`config.mk`:
```
export PLATFORM = sky130hd
export DESIGN_NAME = crc8_frame_deframer
export DESIGN_NICKNAME = d
export VERILOG_FILES = /design/src/rtl/crc8fd_pkg.sv /design/src/rtl/crc8fd_cfg.sv /design/src/rtl/crc8fd_in_reg.sv /design/src/rtl/crc8fd_parser.sv /design/src/rtl/crc8_frame_deframer.sv
export SDC_FILE = /design/constraint.sdc
export NUM_CORES = 1
export LEC_CHECK = 0
export ABC_AREA = 0
export BUFFER_PORTS_ARGS = -buffer_cell sky130_fd_sc_hd__buf_2
export CELL_PAD_IN_SITES_DETAIL_PLACEMENT = 0
export CELL_PAD_IN_SITES_GLOBAL_PLACEMENT = 2
export CORE_ASPECT_RATIO = 0.8
export CORE_UTILIZATION = 45
export CTS_CLUSTER_SIZE = 12
export DETAILED_ROUTE_END_ITERATION = 6
export GPL_ROUTABILITY_DRIVEN = 0
export PLACE_DENSITY_LB_ADDON = 0.1
export SYNTH_ARGS = -nofsm -noshare
export SYNTH_HDL_FRONTEND = slang
export SYNTH_SLANG_ARGS = --single-unit
export TNS_END_PERCENT = 30
```
`constraint.sdc`:
```
create_clock -name clk_i -period 7.5 [get_ports clk_i]
set_clock_uncertainty 0.2 [all_clocks]
set_input_delay 0.375 -clock clk_i [delete_from_list [all_inputs] [get_ports clk_i]]
set_output_delay 0.375 -clock clk_i [all_outputs]
set_load 0.005 [all_outputs]
```
`src/rtl/crc8fd_pkg.sv`:
```
package crc8fd_pkg;

  // Frame layout
  localparam int unsigned FrameLength = 11;
  localparam int unsigned PosW = $clog2(FrameLength);

  typedef logic [PosW-1:0] pos_t;

  localparam pos_t POS_START_ONE = pos_t'(0);
  localparam pos_t POS_START_TWO = pos_t'(1);
  localparam pos_t POS_VERSION   = pos_t'(2);
  localparam pos_t POS_TYPE      = pos_t'(3);
  localparam pos_t POS_SEQUENCE  = pos_t'(4);
  localparam pos_t POS_PARAM     = pos_t'(5);
  localparam pos_t POS_VALUE0    = pos_t'(6);
  localparam pos_t POS_VALUE1    = pos_t'(7);
  localparam pos_t POS_VALUE2    = pos_t'(8);
  localparam pos_t POS_VALUE3    = pos_t'(9);
  localparam pos_t POS_CRC       = pos_t'(FrameLength - 1);

  // CRC-8, polynomial x^8 + x^2 + x + 1, MSB first
  localparam logic [7:0] CRC_POLY = 8'h07;
  localparam logic [7:0] CRC_INIT = 8'h00;

  // Configuration register indexes
  localparam int unsigned CfgIdxW = 2;
  typedef enum logic [CfgIdxW-1:0] {
    CFG_START_ONE = 2'd0,
    CFG_START_TWO = 2'd1,
    CFG_VERSION   = 2'd2
  } cfg_idx_e;

  // Frame status codes
  typedef enum logic [1:0] {
    STATUS_OK      = 2'd0,
    STATUS_VERSION = 2'd1,
    STATUS_CRC     = 2'd2
  } status_e;

  typedef struct packed {
    logic [7:0] start_one;
    logic [7:0] start_two;
    logic [7:0] version;
  } cfg_t;

  // Absorb one byte into the running CRC
  function automatic logic [7:0] crc_absorb(input logic [7:0] crc, input logic [7:0] data);
    logic [7:0] c;
    c = crc ^ data;
    for (int k = 0; k < 8; k++) begin
      c = c[7] ? ((c << 1) ^ CRC_POLY) : (c << 1);
    end
    return c;
  endfunction

endpackage

```
`src/rtl/crc8fd_cfg.sv`:
```
module crc8fd_cfg (
  input  logic                           clk_i,
  input  logic                           rst_ni,
  input  logic                           cfg_we_i,
  input  logic [crc8fd_pkg::CfgIdxW-1:0] cfg_index_i,
  input  logic [7:0]                     cfg_data_i,
  output crc8fd_pkg::cfg_t               cfg_o
);

  crc8fd_pkg::cfg_t cfg_q;

  // Write one register per request; unknown indexes are dropped
  always_ff @(posedge clk_i or negedge rst_ni) begin
    if (!rst_ni) begin
      cfg_q <= '0;
    end else if (cfg_we_i) begin
      case (cfg_index_i)
        crc8fd_pkg::CFG_START_ONE: cfg_q.start_one <= cfg_data_i;
        crc8fd_pkg::CFG_START_TWO: cfg_q.start_two <= cfg_data_i;
        crc8fd_pkg::CFG_VERSION:   cfg_q.version   <= cfg_data_i;
        default: ;
      endcase
    end
  end

  assign cfg_o = cfg_q;

endmodule

```
`src/rtl/crc8fd_in_reg.sv`:
```
module crc8fd_in_reg (
  input  logic       clk_i,
  input  logic       rst_ni,
  input  logic       valid_i,
  output logic       stall_o,
  input  logic [7:0] byte_i,
  input  logic       advance_i,
  output logic       valid_o,
  output logic [7:0] byte_o
);

  logic       valid_q;
  logic [7:0] byte_q;

  // Hold the byte while the parser cannot take it
  assign stall_o = valid_q & ~advance_i;

  always_ff @(posedge clk_i or negedge rst_ni) begin
    if (!rst_ni) begin
      valid_q <= 1'b0;
    end else if (!stall_o) begin
      valid_q <= valid_i;
    end
  end

  always_ff @(posedge clk_i) begin
    if (valid_i && !stall_o) begin
      byte_q <= byte_i;
    end
  end

  assign valid_o = valid_q;
  assign byte_o  = byte_q;

endmodule

```
`src/rtl/crc8fd_parser.sv`:
```
module crc8fd_parser (
  input  logic                    clk_i,
  input  logic                    rst_ni,
  input  crc8fd_pkg::cfg_t        cfg_i,
  input  logic                    valid_i,
  input  logic [7:0]              byte_i,
  output logic                    advance_o,
  output logic                    out_valid_o,
  input  logic                    out_stall_i,
  output logic [1:0]              frame_status_o,
  output logic [7:0]              frame_type_o,
  output logic [7:0]              sequence_number_o,
  output logic [7:0]              param_index_o,
  output logic signed [31:0]      param_value_o,
  output logic [31:0]             good_frame_count_o,
  output logic [31:0]             crc_error_count_o,
  output logic [31:0]             version_error_count_o
);

  crc8fd_pkg::pos_t    pos_q, pos_d;
  logic [7:0]          crc_q, crc_d;
  logic [7:0]          ver_q, ver_d;
  logic [7:0]          type_q, type_d;
  logic [7:0]          seq_q, seq_d;
  logic [7:0]          param_q, param_d;
  logic [31:0]         value_q, value_d;
  logic [31:0]         good_q, good_d;
  logic [31:0]         crc_err_q, crc_err_d;
  logic [31:0]         ver_err_q, ver_err_d;
  crc8fd_pkg::status_e status_d;
  logic                take;
  logic                fire;

  logic                out_valid_q;
  crc8fd_pkg::status_e out_status_q;
  logic [7:0]          out_type_q, out_seq_q, out_param_q;
  logic [31:0]         out_value_q, out_good_q, out_crc_err_q, out_ver_err_q;

  // Advance whenever the result register is free or being drained
  assign advance_o = ~(out_valid_q & out_stall_i);
  assign take      = valid_i & advance_o;

  // Frame state machine with running CRC
  always_comb begin
    pos_d     = pos_q;
    crc_d     = crc_q;
    ver_d     = ver_q;
    type_d    = type_q;
    seq_d     = seq_q;
    param_d   = param_q;
    value_d   = value_q;
    good_d    = good_q;
    crc_err_d = crc_err_q;
    ver_err_d = ver_err_q;
    status_d  = crc8fd_pkg::STATUS_OK;
    fire      = 1'b0;
    if (take) begin
      case (pos_q)
        crc8fd_pkg::POS_START_ONE: begin
          if (byte_i == cfg_i.start_one) pos_d = crc8fd_pkg::POS_START_TWO;
        end
        crc8fd_pkg::POS_START_TWO: begin
          if (byte_i == cfg_i.start_two) begin
            pos_d = crc8fd_pkg::POS_VERSION;
          end else if (byte_i == cfg_i.start_one) begin
            pos_d = crc8fd_pkg::POS_START_TWO;
          end else begin
            pos_d = crc8fd_pkg::POS_START_ONE;
          end
        end
        crc8fd_pkg::POS_VERSION: begin
          ver_d = byte_i;
          crc_d = crc8fd_pkg::crc_absorb(crc8fd_pkg::CRC_INIT, byte_i);
          pos_d = pos_q + crc8fd_pkg::pos_t'(1);
        end
        crc8fd_pkg::POS_TYPE: begin
          type_d = byte_i;
          crc_d  = crc8fd_pkg::crc_absorb(crc_q, byte_i);
          pos_d  = pos_q + crc8fd_pkg::pos_t'(1);
        end
        crc8fd_pkg::POS_SEQUENCE: begin
          seq_d = byte_i;
          crc_d = crc8fd_pkg::crc_absorb(crc_q, byte_i);
          pos_d = pos_q + crc8fd_pkg::pos_t'(1);
        end
        crc8fd_pkg::POS_PARAM: begin
          param_d = byte_i;
          crc_d   = crc8fd_pkg::crc_absorb(crc_q, byte_i);
          pos_d   = pos_q + crc8fd_pkg::pos_t'(1);
        end
        crc8fd_pkg::POS_VALUE0, crc8fd_pkg::POS_VALUE1,
        crc8fd_pkg::POS_VALUE2, crc8fd_pkg::POS_VALUE3: begin
          // Little-endian: shift new bytes in from the top
          value_d = {byte_i, value_q[31:8]};
          crc_d   = crc8fd_pkg::crc_absorb(crc_q, byte_i);
          pos_d   = pos_q + crc8fd_pkg::pos_t'(1);
        end
        crc8fd_pkg::POS_CRC: begin
          fire  = 1'b1;
          pos_d = crc8fd_pkg::POS_START_ONE;
          if (ver_q != cfg_i.version) begin
            status_d  = crc8fd_pkg::STATUS_VERSION;
            ver_err_d = ver_err_q + 32'd1;
          end else if (crc_q != byte_i) begin
            status_d  = crc8fd_pkg::STATUS_CRC;
            crc_err_d = crc_err_q + 32'd1;
          end else begin
            status_d = crc8fd_pkg::STATUS_OK;
            good_d   = good_q + 32'd1;
          end
        end
        default: pos_d = crc8fd_pkg::POS_START_ONE;
      endcase
    end
  end

  // Control state and counters
  always_ff @(posedge clk_i or negedge rst_ni) begin
    if (!rst_ni) begin
      pos_q       <= crc8fd_pkg::POS_START_ONE;
      good_q      <= '0;
      crc_err_q   <= '0;
      ver_err_q   <= '0;
      out_valid_q <= 1'b0;
    end else begin
      pos_q     <= pos_d;
      good_q    <= good_d;
      crc_err_q <= crc_err_d;
      ver_err_q <= ver_err_d;
      if (fire) begin
        out_valid_q <= 1'b1;
      end else if (!out_stall_i) begin
        out_valid_q <= 1'b0;
      end
    end
  end

  // Frame payload and result register
  always_ff @(posedge clk_i) begin
    crc_q   <= crc_d;
    ver_q   <= ver_d;
    type_q  <= type_d;
    seq_q   <= seq_d;
    param_q <= param_d;
    value_q <= value_d;
    if (fire) begin
      out_status_q  <= status_d;
      out_type_q    <= type_q;
      out_seq_q     <= seq_q;
      out_param_q   <= param_q;
      out_value_q   <= value_q;
      out_good_q    <= good_d;
      out_crc_err_q <= crc_err_d;
      out_ver_err_q <= ver_err_d;
    end
  end

  assign out_valid_o           = out_valid_q;
  assign frame_status_o        = out_status_q;
  assign frame_type_o          = out_type_q;
  assign sequence_number_o     = out_seq_q;
  assign param_index_o         = out_param_q;
  assign param_value_o         = out_value_q;
  assign good_frame_count_o    = out_good_q;
  assign crc_error_count_o     = out_crc_err_q;
  assign version_error_count_o = out_ver_err_q;

endmodule

```
`src/rtl/crc8_frame_deframer.sv`:
```
// Latency: a result is registered and valid in the cycle after the parser accepts the
// frame's CRC byte; it takes no byte while out_stall_i holds an earlier result.
// Throughput: one byte per cycle when not stalled; the CRC absorbs a byte per cycle.
// An output stall backs up through the byte register into in_stall_o.
// Reset (rst_ni low, asynchronous): hunt restarts, counters and markers clear to zero,
// no result pending.
module crc8_frame_deframer (
  input  logic                           clk_i,
  input  logic                           rst_ni,
  input  logic                           cfg_we_i,
  input  logic [crc8fd_pkg::CfgIdxW-1:0] cfg_index_i,
  input  logic [7:0]                     cfg_data_i,
  input  logic                           in_valid_i,
  output logic                           in_stall_o,
  input  logic [7:0]                     rx_byte_i,
  output logic                           out_valid_o,
  input  logic                           out_stall_i,
  output logic [1:0]                     frame_status_o,
  output logic [7:0]                     frame_type_o,
  output logic [7:0]                     sequence_number_o,
  output logic [7:0]                     param_index_o,
  output logic signed [31:0]             param_value_o,
  output logic [31:0]                    good_frame_count_o,
  output logic [31:0]                    crc_error_count_o,
  output logic [31:0]                    version_error_count_o
);

  crc8fd_pkg::cfg_t cfg;
  logic             byte_valid;
  logic [7:0]       byte_data;
  logic             advance;

  crc8fd_cfg u_cfg (
    .clk_i       (clk_i),
    .rst_ni      (rst_ni),
    .cfg_we_i    (cfg_we_i),
    .cfg_index_i (cfg_index_i),
    .cfg_data_i  (cfg_data_i),
    .cfg_o       (cfg)
  );

  crc8fd_in_reg u_in_reg (
    .clk_i     (clk_i),
    .rst_ni    (rst_ni),
    .valid_i   (in_valid_i),
    .stall_o   (in_stall_o),
    .byte_i    (rx_byte_i),
    .advance_i (advance),
    .valid_o   (byte_valid),
    .byte_o    (byte_data)
  );

  crc8fd_parser u_parser (
    .clk_i                 (clk_i),
    .rst_ni                (rst_ni),
    .cfg_i                 (cfg),
    .valid_i               (byte_valid),
    .byte_i                (byte_data),
    .advance_o             (advance),
    .out_valid_o           (out_valid_o),
    .out_stall_i           (out_stall_i),
    .frame_status_o        (frame_status_o),
    .frame_type_o          (frame_type_o),
    .sequence_number_o     (sequence_number_o),
    .param_index_o         (param_index_o),
    .param_value_o         (param_value_o),
    .good_frame_count_o    (good_frame_count_o),
    .crc_error_count_o     (crc_error_count_o),
    .version_error_count_o (version_error_count_o)
  );

endmodule
```
==> reports/results.tsv, run 1 <==
stage	metric	value	unit
clock_tree	cts_hold_buf	20	
finish	area_growth_syn_to_layout	19.5	%
yosys	async_flop_share	35.0	%
setup_path	cp-end-kind	flip-flop	
drt	viasPerCell	4.96	
yosys	ys_types	52	
yosys	avgSynthCellArea	16.2	sq um
finish	multi_input_area	3580	sq um
pwr	comb_power_share	6.1	%
finish	drive_above_1_share	28.1	%
sta	slew_headroom	23.8	%
drt	postRouteAntennaNets	0	
drt	drc_errors	0	
clock_tree	cts_buffer_depth	3	
pwr	switching_share	21.7	%
pwr	ir_drop	0.173	mV
setup_path	r2r_setup_slack	3.84	ns
finish	final_common_cell	edfxtp_1	
drt	vias	7556	
min_path	worstHoldPathType	in -> async	
global_route	overflow	0	
drt	dr_wl_met3	1080	um
drt	finalWirelength	27200	um
global_route	grt_pass1_vias	7597	
yosys	syn_area	14000	sq um
global_route	grt_util_all_layers	17.8	%
pwr	p_int	3.27	mW
clock_tree	path_clk_slew	0.06	ns
floorplan	die-area	31700	sq um
setup_path	rr_worst_depth	7	
setup_path	worstSetupPathType	reg -> reg	
finish	fin_util	54.7	%
finish	n_fill_cell	2513	
drt	highest_layer	met4	
sta	layout_setup_ws	3.84	ns
sta	hold_slack	0.207	ns
clock_tree	clock_latency	0.53	ns
clock_tree	cts-resized-gates	0	
yosys	synth-seq-cells	360	
yosys	syn_inst	859	
outcome	status	finished clean	
placement	place_ws	3.77	ns
clock_tree	h-tree-depth	2	
placement	hpwl	17500	um
drt	routedWlPerCell	17.9	um
setup_path	crit_end	u_parser.crc_error_count_o[1]	
drt	dr.pass1.iters	4	
setup_path	r2r_start	u_parser.pos_q[3]	
clock_tree	cts_root_buf	clkbuf_16	
setup_path	worstPathRequired	7.57	ns
pwr	power	4.18	mW
sta	post-route-period-util	48.8	%
yosys	synth_edf_count	234	
setup_path	critical_path_arrival	3.73	ns
clock_tree	postCtsSetupBuffers	0	
clock_tree	cts_inserted_buffers	38	
clock_tree	cts_tree	built	
pwr	seqPwrFrac	52.7	%
drt	wl_met2	12800	um
global_route	grt_pass1_wl	43300	um
floorplan	io_pins	179	
floorplan	die-height	159	um
setup_path	critPathLaunchType	flip-flop	
placement	io_buffer_count	178	
job	maxCapViolCount	0	
pwr	clockPowerShare	41.2	%
setup_path	setup.worst_path.start	u_parser.pos_q[3]	
sta	finalHoldViolCount	0	
sta	timing.fmax	273	MHz
sta	worstMarginPinSlew	1.14	ns
finish	final_cell_mix	edfxtp_1 (234), buf_2 (177), dfrtp_1 (126)	
drt	initialDrtViolationCount	357	
setup_path	rr_endpoint	u_parser.crc_error_count_o[1]	
finish	final-seq-area	10200	sq um
floorplan	die_x	199	um
finish	antennaDiodeCount	0	
floorplan	core_area	30500	sq um
yosys	yosysWarningCount	0	
sta	rsz0062_at_grt	no	
floorplan	rows	57	
sta	setup_viol	0	
setup_path	critPathMaxFanout	92	
pwr	p_sw	907	uW
global_route	grt_max_degree	93	
floorplan	initial_core_util	45.8	%
pwr	leakage	6.39	nW
yosys	syn_nets	892	
yosys	ys_seq_area_share	73.0	%
sta	post-route-min-period	3.66	ns
yosys	synth_top_flop_cell	edfxtp_1	
global_route	grt_antenna_before_repair	0	
sta	maxSlewViolCount	0	
pwr	power.density	251	nW/um^2
drt	drt-met1-wl	12900	um
finish	fin_nets	1115	
sta	fin_tns_setup	0	ns
clock_tree	cts_sinks	360	
-- routing by layer --
| metal | up-vias | GRT usage (%) |
|---|---|---|
| met5 | - | 0 |
| met1 | 3764 | 26.2 |
| met3 | 42 | 3.35 |
| met2 | 138 | 27.0 |
| li1 | 3612 | - |
| met4 | 0 | 4.93 |
-- final cells by class --
class                      instances  share of cell area (%)
multi-input combinational        452                    21.5
clock buffer                      60                    6.51
clock inverter                     8                   0.285
tap                              413                    3.10
sequential                       360                    61.1
inverter                          22                   0.525
timing repair buffer             208                    7.03
-- state kept, by name, indices dropped and copies added (netlist names), 24 cells and up --
name and flops:
u_cfg.cfg_o 24, u_parser.crc_err_q 32, u_parser.crc_error_count_o 32, u_parser.good_frame_count_o 32, u_parser.good_q 32, u_parser.param_value_o 32, u_parser.value_q 32, u_parser.ver_err_q 32
u_parser.version_error_count_o 32
-- worst max-delay path: stages, from the launching register on --
cell	delay (ns)
dfrtp_1	0.54
nor2b_1	0.27
nand3_1	0.36
inv_6	0.75
nand3_2	0.12
buf_4	0.40
nor2_1	0.32
mux2_2	0.38
-- Yosys cell counts (2+ instances only) --
| cell | count | area, sq um |
|---|---|---|
| mux2_2 | 28 | 315 |
| nand4_2 | 2 | 25.0 |
| buf_1 | 2 | 7.51 |
| nor4_1 | 8 | 50.1 |
| nor4_4 | 3 | 63.8 |
| buf_4 | 3 | 22.5 |
| and3_1 | 15 | 93.8 |
| nor3_1 | 26 | 130 |
| nand2b_1 | 2 | 12.5 |
| edfxtp_1 | 234 | 7030 |
| and4_1 | 5 | 43.8 |
| dfrtp_1 | 126 | 3150 |
| a21oi_1 | 5 | 25.0 |
| and2_1 | 4 | 25.0 |
| nor3b_1 | 4 | 30.0 |
| xor2_1 | 92 | 806 |
| nor4_2 | 33 | 413 |
| nand4_1 | 22 | 138 |
| nand3_2 | 2 | 20.0 |
| xnor2_1 | 59 | 517 |
| ha_1 | 10 | 125 |
| o21ai_0 | 6 | 30.0 |
| nand3b_1 | 2 | 15.0 |
| nand3_1 | 36 | 180 |
| nand2_1 | 39 | 146 |
| nor2b_1 | 4 | 25.0 |
| clkbuf_1 | 13 | 48.8 |
| inv_1 | 21 | 78.8 |
| nor2_1 | 23 | 86.3 |
| or4_1 | 2 | 15.0 |
| nor4b_2 | 2 | 30.0 |
| buf_2 | 6 | 30.0 |
-- worst min-delay path by stage --
stage	startpoint	end	slack [ns]	cells past startpoint
6_report	rst_ni	u_parser.crc_err_q[29]	0.21	2
3_3_place_gp	u_parser.seq_q[4]	u_parser.sequence_number_o[4]	0.20	0
3_5_place_dp	u_parser.type_q[0]	u_parser.frame_type_o[0]	0.20	0
4_1_cts	cfg_index_i[1]	u_cfg.cfg_o[21]	0.19	4
5_1_grt	cfg_index_i[1]	u_cfg.cfg_o[23]	0.22	4
2_1_floorplan	rst_ni	u_cfg.cfg_o[0]	-0.12	0
-- stage by stage --
| step | area [sq um] | cells |
|---|---|---|
| 3_3_place_gp | 15300 | 1435 |
| 6_report | 16700 | 1523 |
| 5_1_grt | 16700 | 1523 |
| 4_1_cts | 16700 | 1523 |
| 3_5_place_dp | 15300 | 1435 |
| 2_1_floorplan | 14000 | 859 |
-- power by group through the flow --
stage	Clock [mW]	Combinational [mW]	Sequential [mW]
final	1.72	0.257	2.20
after global routing	1.85	0.287	2.21
after CTS	1.78	0.261	2.20
after detailed placement	0	0.251	2.24
after global placement	0	0.254	2.24
after floorplan	0	0.189	2.23
-- logic make-up (layout without fill, tap and decap cells) --
kind of cell / after synthesis / after routing / synth area share (%)
flops: 360 / 360 / 73.0
simple gates: 237 / 237 / 11.2
xor+xnor: 153 / 153 / 9.85
buf+inv: 47 / 298 / 1.45
mux: 29 / 29 / 2.33
compound gates: 23 / 23 / 1.27
fa+ha+maj: 10 / 10 / 0.897
Note: power is estimated with default switching activity, not from simulation.
==> run 2, diff against run 1 <==
Settings changed: CORE_UTILIZATION 45 to 38.
Clock period 7.5 ns to 3 ns, I/O delays scaled along.
==> run 2 against run 1 <==
Compared with the run above:
- design area rose by 2.7%
- setup slack got worse by 3.7 ns
- maximum frequency rose by 29%
- global-route usage fell by 2.1 points
- sequential power rose by 150%
- combinational power rose to 2.7 times the previous value
- die area rose by 18%
- core utilization fell by 7.2 points
- power rose to 2.6 times the previous value
- sequential share of layout area fell by 1.6 points
- critical path type unchanged
- critical endpoint is now u_parser.good_frame_count_o[20]
- largest cell class unchanged
==> reports/results.tsv, run 2 (synthesized netlist as in run 1, its figures left out) <==
stage	metric	value	unit
placement	place_ws	0.124	ns
setup_path	worstSetupPathType	reg -> reg	
sta	maxSlewViolCount	0	
drt	finalWirelength	28700	um
pwr	leakage	6.61	nW
clock_tree	clock_latency	0.54	ns
setup_path	worstPathRequired	3.06	ns
floorplan	die-area	37500	sq um
setup_path	r2r_setup_slack	0.15	ns
drt	postRouteAntennaNets	0	
sta	post-route-period-util	94.9	%
floorplan	rows	62	
sta	finalHoldViolCount	0	
min_path	min_from	cfg_index_i[1]	
placement	io_buffer_count	178	
sta	timing.fmax	351	MHz
sta	post-route-min-period	2.85	ns
setup_path	rr_endpoint	u_parser.good_frame_count_o[20]	
clock_tree	cts_sinks	360	
clock_tree	cts_tree	built	
finish	drive_above_1_share	29.7	%
drt	dr.pass1.iters	4	
drt	wl_met2	12800	um
global_route	grt_pass1_wl	46100	um
drt	dr_wl_met3	1130	um
drt	vias	7653	
drt	highest_layer	met4	
clock_tree	cts_inserted_buffers	40	
clock_tree	cts_root_buf	clkbuf_16	
sta	rsz0062_at_grt	no	
finish	fin_util	47.6	%
global_route	grt_pass1_vias	7805	
floorplan	initial_core_util	38.8	%
clock_tree	path_clk_slew	0.06	ns
finish	antennaDiodeCount	0	
floorplan	io_pins	179	
setup_path	critPathLaunchType	flip-flop	
floorplan	core_area	36000	sq um
drt	initialDrtViolationCount	518	
setup_path	rr_worst_depth	8	
min_path	worstHoldPathType	in -> reg	
pwr	power	10.7	mW
sta	slew_headroom	33.2	%
pwr	power.density	625	nW/um^2
floorplan	die_x	216	um
setup_path	r2r_start	u_in_reg.byte_o[7]	
clock_tree	h-tree-depth	2	
global_route	grt_max_degree	155	
floorplan	die-height	173	um
outcome	status	finished clean	
global_route	grt_antenna_before_repair	0	
sta	setup_viol	0	
finish	area_growth_syn_to_layout	22.7	%
drt	drt-met1-wl	14300	um
placement	hpwl	18800	um
setup_path	critical_path_arrival	2.90	ns
min_path	whs_endpoint	u_cfg.cfg_o[10]	
finish	final_cell_mix	edfxtp_1 (234), buf_2 (177), dfrtp_1 (126)	
finish	n_fill_cell	3201	
drt	routedWlPerCell	17.7	um
finish	final_common_cell	edfxtp_1	
job	maxCapViolCount	0	
sta	hold_slack	0.122	ns
placement	place_area	15600	sq um
sta	layout_setup_ws	0.154	ns
pwr	ir_drop	0.318	mV
clock_tree	cts_buffer_depth	3	
clock_tree	postCtsSetupBuffers	0	
min_path	min_path_cells	3	
global_route	overflow	0	
sta	worstMarginPinSlew	1.00	ns
finish	fin_nets	1145	
setup_path	critPathMaxFanout	10	
drt	drc_errors	0	
drt	viasPerCell	4.71	
global_route	grt_util_all_layers	15.7	%
setup_path	cp-end-kind	flip-flop	
finish	design_area	17100	sq um
## run 2: critical path, cell delays in order (launching register included)
cell	delay [ns]
edfxtp_1	0.44
xnor2_2	0.24
ha_1	0.18
and3_1	0.18
nand3_2	0.18
or4_1	0.55
buf_4	0.21
nor4_4	0.27
xor2_1	0.11
## run 2: per-layer routing
| metal | track usage [%] | up-vias |
|---|---|---|
| met5 | 0 | - |
| met4 | 4.17 | 0 |
| met3 | 3.05 | 43 |
| met2 | 23.4 | 144 |
| met1 | 23.5 | 3798 |
| li1 | - | 3668 |
## run 2: power breakdown
group | switching (mW) | internal, mW | leakage [nW] | total, mW
logic | 0.368 | 0.327 | 2.42 | 0.694
clock network | 1.91 | 2.62 | 0.581 | 4.53
registers | 0.0902 | 5.39 | 3.61 | 5.48
## run 2: final cells by class
class | count | area (sq um) | share of cell area, %
Inverter | 22 | 95.1 | 0.555
Sequential cell | 360 | 10200 | 59.5
Clock inverter | 18 | 126 | 0.738
Timing Repair Buffer | 236 | 1430 | 8.35
Clock buffer | 56 | 1080 | 6.32
Multi-Input combinational cell | 452 | 3610 | 21.1
Tap cell | 480 | 601 | 3.51
## run 2: how the worst max path moves through the flow
| stage | startpoint | end | slack (ns) | cells past startpoint |
|---|---|---|---|---|
| 6_report | u_in_reg.byte_o[7] | u_parser.good_frame_count_o[20] | 0.15 | 8 |
| 5_1_grt | u_in_reg.byte_o[7] | u_parser.good_frame_count_o[30] | 0.004 | 8 |
| 4_1_cts | u_parser.crc_q[7] | u_parser.good_frame_count_o[31] | 0.11 | 8 |
| 3_5_place_dp | u_parser.crc_q[7] | u_parser.good_frame_count_o[31] | 0.12 | 8 |
| 3_3_place_gp | u_parser.crc_q[7] | u_parser.good_frame_count_o[20] | 0.22 | 8 |
| 2_1_floorplan | u_parser.pos_q[2] | u_parser.good_frame_count_o[1] | -0.04 | 8 |
## run 2: per-stage QoR
step | std cells | setup TNS, ns
finish | 1624 | 0
global route | 1624 | 0
floorplan | 859 | -0.0428
detailed placement | 1526 | 0
global placement | 1526 | 0
CTS | 1624 | 0
## run 2: what timing repair did
item | CTS | global route
hold buffers | 24 | 0
hold endpoints to repair | 170 | 0
setup endpoints to repair | 0 | 6
gates resized for setup | 0 | 3
